**src/design/mfba_pkg.sv**
```systemverilog
package mfba_pkg;

    localparam int DEF_NUM_BUFFERS = 1024;
    localparam int DEF_NUM_LISTS   = 8;
    localparam int DEF_NUM_POOLS   = 3;

    localparam int FUNC_W   = 1;
    localparam int POOL_W   = 2;
    localparam int HINT_W   = 3;
    localparam int BIDX_W   = 10;
    localparam int STATUS_W = 2;
    localparam int GRANT_W  = 10;
    localparam int USED_W   = 11;

    localparam logic [FUNC_W-1:0] FUNC_ALLOC = 1'b0;
    localparam logic [FUNC_W-1:0] FUNC_FREE  = 1'b1;

    typedef enum logic [STATUS_W-1:0] {
        STAT_ALLOC   = 2'd0,
        STAT_EMPTY   = 2'd1,
        STAT_FREED   = 2'd2,
        STAT_IGNORED = 2'd3
    } status_t;

    // controller -> datapath
    typedef struct packed {
        logic init_step;
        logic capture;
        logic lookup;
        logic commit;
    } cmd_t;

    // datapath -> controller
    typedef struct packed {
        logic init_done;
        logic out_free;
    } sts_t;

endpackage

```
**src/design/mfba_ctrl.sv**
```systemverilog
module mfba_ctrl (
    input  logic           aclk,
    input  logic           aresetn,
    input  logic           s_valid,
    output logic           s_ready,
    input  mfba_pkg::sts_t sts,
    output mfba_pkg::cmd_t cmd
);
    import mfba_pkg::*;

    typedef enum logic [3:0] {
        S_INIT   = 4'b0001,
        S_IDLE   = 4'b0010,
        S_LOOKUP = 4'b0100,
        S_COMMIT = 4'b1000
    } state_t;

    state_t state_reg;
    state_t state_next;

    always_ff @(posedge aclk) begin
        if (!aresetn) begin
            state_reg <= S_INIT;
        end else begin
            state_reg <= state_next;
        end
    end

    always_comb begin
        state_next    = state_reg;
        cmd           = '0;
        s_ready       = 1'b0;
        unique case (state_reg)
            S_INIT: begin
                cmd.init_step = 1'b1;
                if (sts.init_done) begin
                    state_next = S_IDLE;
                end
            end
            S_IDLE: begin
                s_ready     = 1'b1;
                cmd.capture = s_valid;
                if (s_valid) begin
                    state_next = S_LOOKUP;
                end
            end
            S_LOOKUP: begin
                cmd.lookup = 1'b1;
                state_next = S_COMMIT;
            end
            S_COMMIT: begin
                // hold until the result register can take the answer
                if (sts.out_free) begin
                    cmd.commit = 1'b1;
                    state_next = S_IDLE;
                end
            end
            default: begin
                state_next = S_INIT;
            end
        endcase
    end

endmodule

```
**config.mk**
```make
export PLATFORM = sky130hd
export DESIGN_NAME = mfba_ctrl
export DESIGN_NICKNAME = d
export VERILOG_FILES = /design/src/design/mfba_pkg.sv /design/src/design/mfba_ctrl.sv
export SDC_FILE = /design/constraint.sdc
export NUM_CORES = 1
export LEC_CHECK = 0
export BUFFER_PORTS_ARGS = -buffer_cell sky130_fd_sc_hd__buf_4
export CELL_PAD_IN_SITES_DETAIL_PLACEMENT = 1
export CELL_PAD_IN_SITES_GLOBAL_PLACEMENT = 2
export CORE_AREA = 2 2 39 41
export CTS_BUF_LIST = sky130_fd_sc_hd__clkbuf_4 sky130_fd_sc_hd__clkbuf_8 sky130_fd_sc_hd__clkbuf_16
export DETAILED_ROUTE_END_ITERATION = 16
export DIE_AREA = 0 0 41 43
export GPL_ROUTABILITY_DRIVEN = 1
export PLACE_DENSITY = 0.59
export SLEW_MARGIN = 20
export SYNTH_ARGS = -nofsm -noshare
export SYNTH_HDL_FRONTEND = slang
export SYNTH_SLANG_ARGS = --single-unit
```
**constraint.sdc**
```tcl
create_clock -name aclk -period 3.8 [get_ports aclk]
set_clock_uncertainty 0.2 [all_clocks]
set_input_delay 0.57 -clock aclk [delete_from_list [all_inputs] [get_ports aclk]]
set_output_delay 0.57 -clock aclk [all_outputs]
set_load 0.005 [all_outputs]
```
==> flow_summary.toml <==
[floorplan]
die_w_um = 41
io_pins = 10
start_util_pct = 19.17
core.rowCount = 14
die_area_um2 = 1763
die-height_um = 43
core-area_um2 = 1384

[layout]
diodes = 0
syn_to_final_growth_pct = 31.13
drive_gt1_share_pct = 41.67
largest_register_ffs = 4
final_nets = 43
n_fill_cell = 165

[hold_path]
worst_hold_path_type = "input pin to flop"

[setup_path]
crit_arrival_ps = 1470
crit_chain = "nor4b_1, and2_1, buf_4"
r2r_slack_ps = 2290
path_class = "flop to output port"
crit_path_start = "state_reg[3]"
critPathLaunchType = "flop"
cp_slowest_cell = "dfxtp_1"
rr_endpoint = "state_reg[1]"
r2r-start = "state_reg[1]"
cpPeakStageDelay_ps = 510
required_ps = 3030
critPathCapture = "cmd[0]"
worstRegToRegCells = 2
path_max_fanout = 9
endpoint_kind = "output port"

[routing]
wl_met1_um = 313
ant_nets = 0
wl_met2_um = 305
viasPerCell = 4.692
remaining_drc_errors = 0
vias = 244
dr_wl_met3_um = 31
drtPass1Iterations = 3
wl_per_cell_um = 12.67
top_layer = "met4"
drt-total-wl_um = 659
drt_iter0_drc = 1

[grt]
gr-total-overflow = 0
grt_max_degree = 10
antenna_found_initial = 0
grt_pass1_vias = 257
grtUsageTotal_pct = 8.700
grt_pass1_wl_mm = 1.048

[logic_synthesis]
syn_nets = 33
synth_ff_type = "dfxtp_1"
yosysSeqAreaShare_pct = 30.19
synthTopCellsByArea = "dfxtp_1, nor4b_1, a311oi_2"
synthSimpleGateAreaFrac_pct = 42.45
synth-compound-area-share_pct = 8.491
syn_area_per_cell_um2 = 9.473
yosysMostFrequentCell = "dfxtp_1"
synthXorXnorAreaFrac_pct = 3.302
synth_top_area_share_pct = 30.19
synth_top_family_by_area = "simple AND/OR/NAND/NOR gates"
synth_top_cell_by_area = "dfxtp_1"
synth_cell_type_count = 20
synth_fa_ha_area_share_pct = 0
synth_edf_count = 0
synth-seq-cells = 4
async_reset_ff_share_pct = 0
synthMuxAreaShare_pct = 3.774
netlist_area_um2 = 265.3
synth.top_cells.by_count = "dfxtp_1, nor2_1, nor4b_1, and2_1"
synthCells = 28
yosysWarnings = 0

[sta]
hold_viol = 0
hold-worst-slack_ps = 330.2
finalSetupViolations = 0
worst_pin_slew_ps = 418.1
max_freq_ghz = 0.4466
slew_headroom_pct = 71.73
tns_ps = 0
period_share_pct = 58.93
fin_crit_ps = 2239
maxSlewViolCount = 0
rsz0062_at_grt = "no"

[power_and_ir_drop]
p_int_mw = 0.08838
vdd_drop_max_mv = 0.05226
p_seq_share_pct = 41.6
power_switching_mw = 0.02715
swShare_pct = 23.50
power_frac_clock_pct = 46.2
leakage_nw = 0.1357
power.density_nw_per_um2 = 332.1
p_comb_share_pct = 12.2

[clock_tree]
cts_tree = "built"
holdBufCountCts = 0
cts_sinks = 4
cts-resized-gates = 0
clockBufferDepth = 2
postCtsSetupBuffers = 0
clock_latency_ps = 230
clkTransAtPathRegs_ps = 40
root_buffer = "clkbuf_4"
numCtsBuffers = 3
htree_levels = 1

[run_status]
status = "complete, no violations"

[place]
io_buffers = 9
hpwl_um = 471.8
gp_congestion = 0.6709

[job]
maxCapViolCount = 0
-- logic make-up (layout without fill, tap and decap cells) --
kind of cell              after synthesis  count (layout)
AOI/OAI and AO/OA                       2               2
muxes                                   1               1
xor gates and xnor gates                1               1
DFF                                     4               4
and+or+nand+nor                        15              15
buffers and inverters                   5              13
-- cells in the final DEF, fill, tap and decap left out --
| cell type | n |
|---|---|
| a311oi_2 | 1 |
| and2_1 | 2 |
| and3_1 | 1 |
| buf_4 | 9 |
| clkbuf_4 | 3 |
| dfxtp_1 | 4 |
| inv_1 | 1 |
| mux2i_1 | 1 |
| nand3_1 | 1 |
| nand4bb_1 | 1 |
| nor2_1 | 3 |
| nor3_1 | 1 |
| nor4_1 | 1 |
| nor4b_1 | 3 |
| nor4b_2 | 1 |
| o31ai_1 | 1 |
| or4b_4 | 1 |
| xnor2_1 | 1 |
-- final cells by class --
type / count / area (um2) / area share (%)
multi-input combinational: 19 / 153.9 / 44.24
inverter: 1 / 3.754 / 1.079
sequential: 4 / 80.08 / 23.02
tap: 16 / 20.02 / 5.755
clock buffer: 3 / 22.52 / 6.475
timing repair buffer: 9 / 67.56 / 19.42
-- power by group through the flow --
stage / sequential [mW] / combinational (mW) / clock, mW
final: 0.0481 / 0.0140 / 0.0534
after detailed placement: 0.0488 / 0.0142 / 0
after CTS: 0.0481 / 0.0143 / 0.0559
after global placement: 0.0485 / 0.0141 / 0
after floorplan: 0.0449 / 0.0120 / 0
after global routing: 0.0488 / 0.0154 / 0.0598
-- how the worst min path moves through the flow --
| stage | slack (ps) | from | end | cells after the start |
|---|---|---|---|---|
| 2_1_floorplan | 320 | state_reg[0] | state_reg[3] | 2 |
| 3_3_place_gp | 410 | state_reg[2] | state_reg[1] | 1 |
| 3_5_place_dp | 440 | state_reg[2] | state_reg[1] | 1 |
| 4_1_cts | 330 | aresetn | state_reg[0] | 2 |
| 5_1_grt | 340 | aresetn | state_reg[0] | 2 |
| 6_report | 330 | aresetn | state_reg[0] | 2 |
-- worst max-delay path, delay by kind of cell, from the launching register on --
kind	cells	cell delay [ps]
DFF	1	510
buffers and inverters	1	110
and+or+nand+nor	2	620
-- metrics by stage --
| stage | instances | worst slack, ps | utilization [%] | total power, mW | area, um2 |
|---|---|---|---|---|---|
| 2_1_floorplan | 28 | 2081 | - | 0.05698 | 265.3 |
| 3_3_place_gp | 49 | 1887 | 23.51 | 0.06270 | 325.3 |
| 3_5_place_dp | 49 | 1806 | 23.51 | 0.06304 | 325.3 |
| 4_1_cts | 52 | 1544 | 25.14 | 0.1183 | 347.8 |
| 5_1_grt | 52 | 1479 | 25.14 | 0.1240 | 347.8 |
| 6_report | 52 | 1561 | 25.14 | 0.1155 | 347.8 |
-- metal layers --
metal	global-route usage [%]	up-vias
met3	1.571	2
met1	10.48	114
met5	0	-
met4	6.000	0
met2	13.13	8
li1	-	120
(Power assumes the default switching activity.)
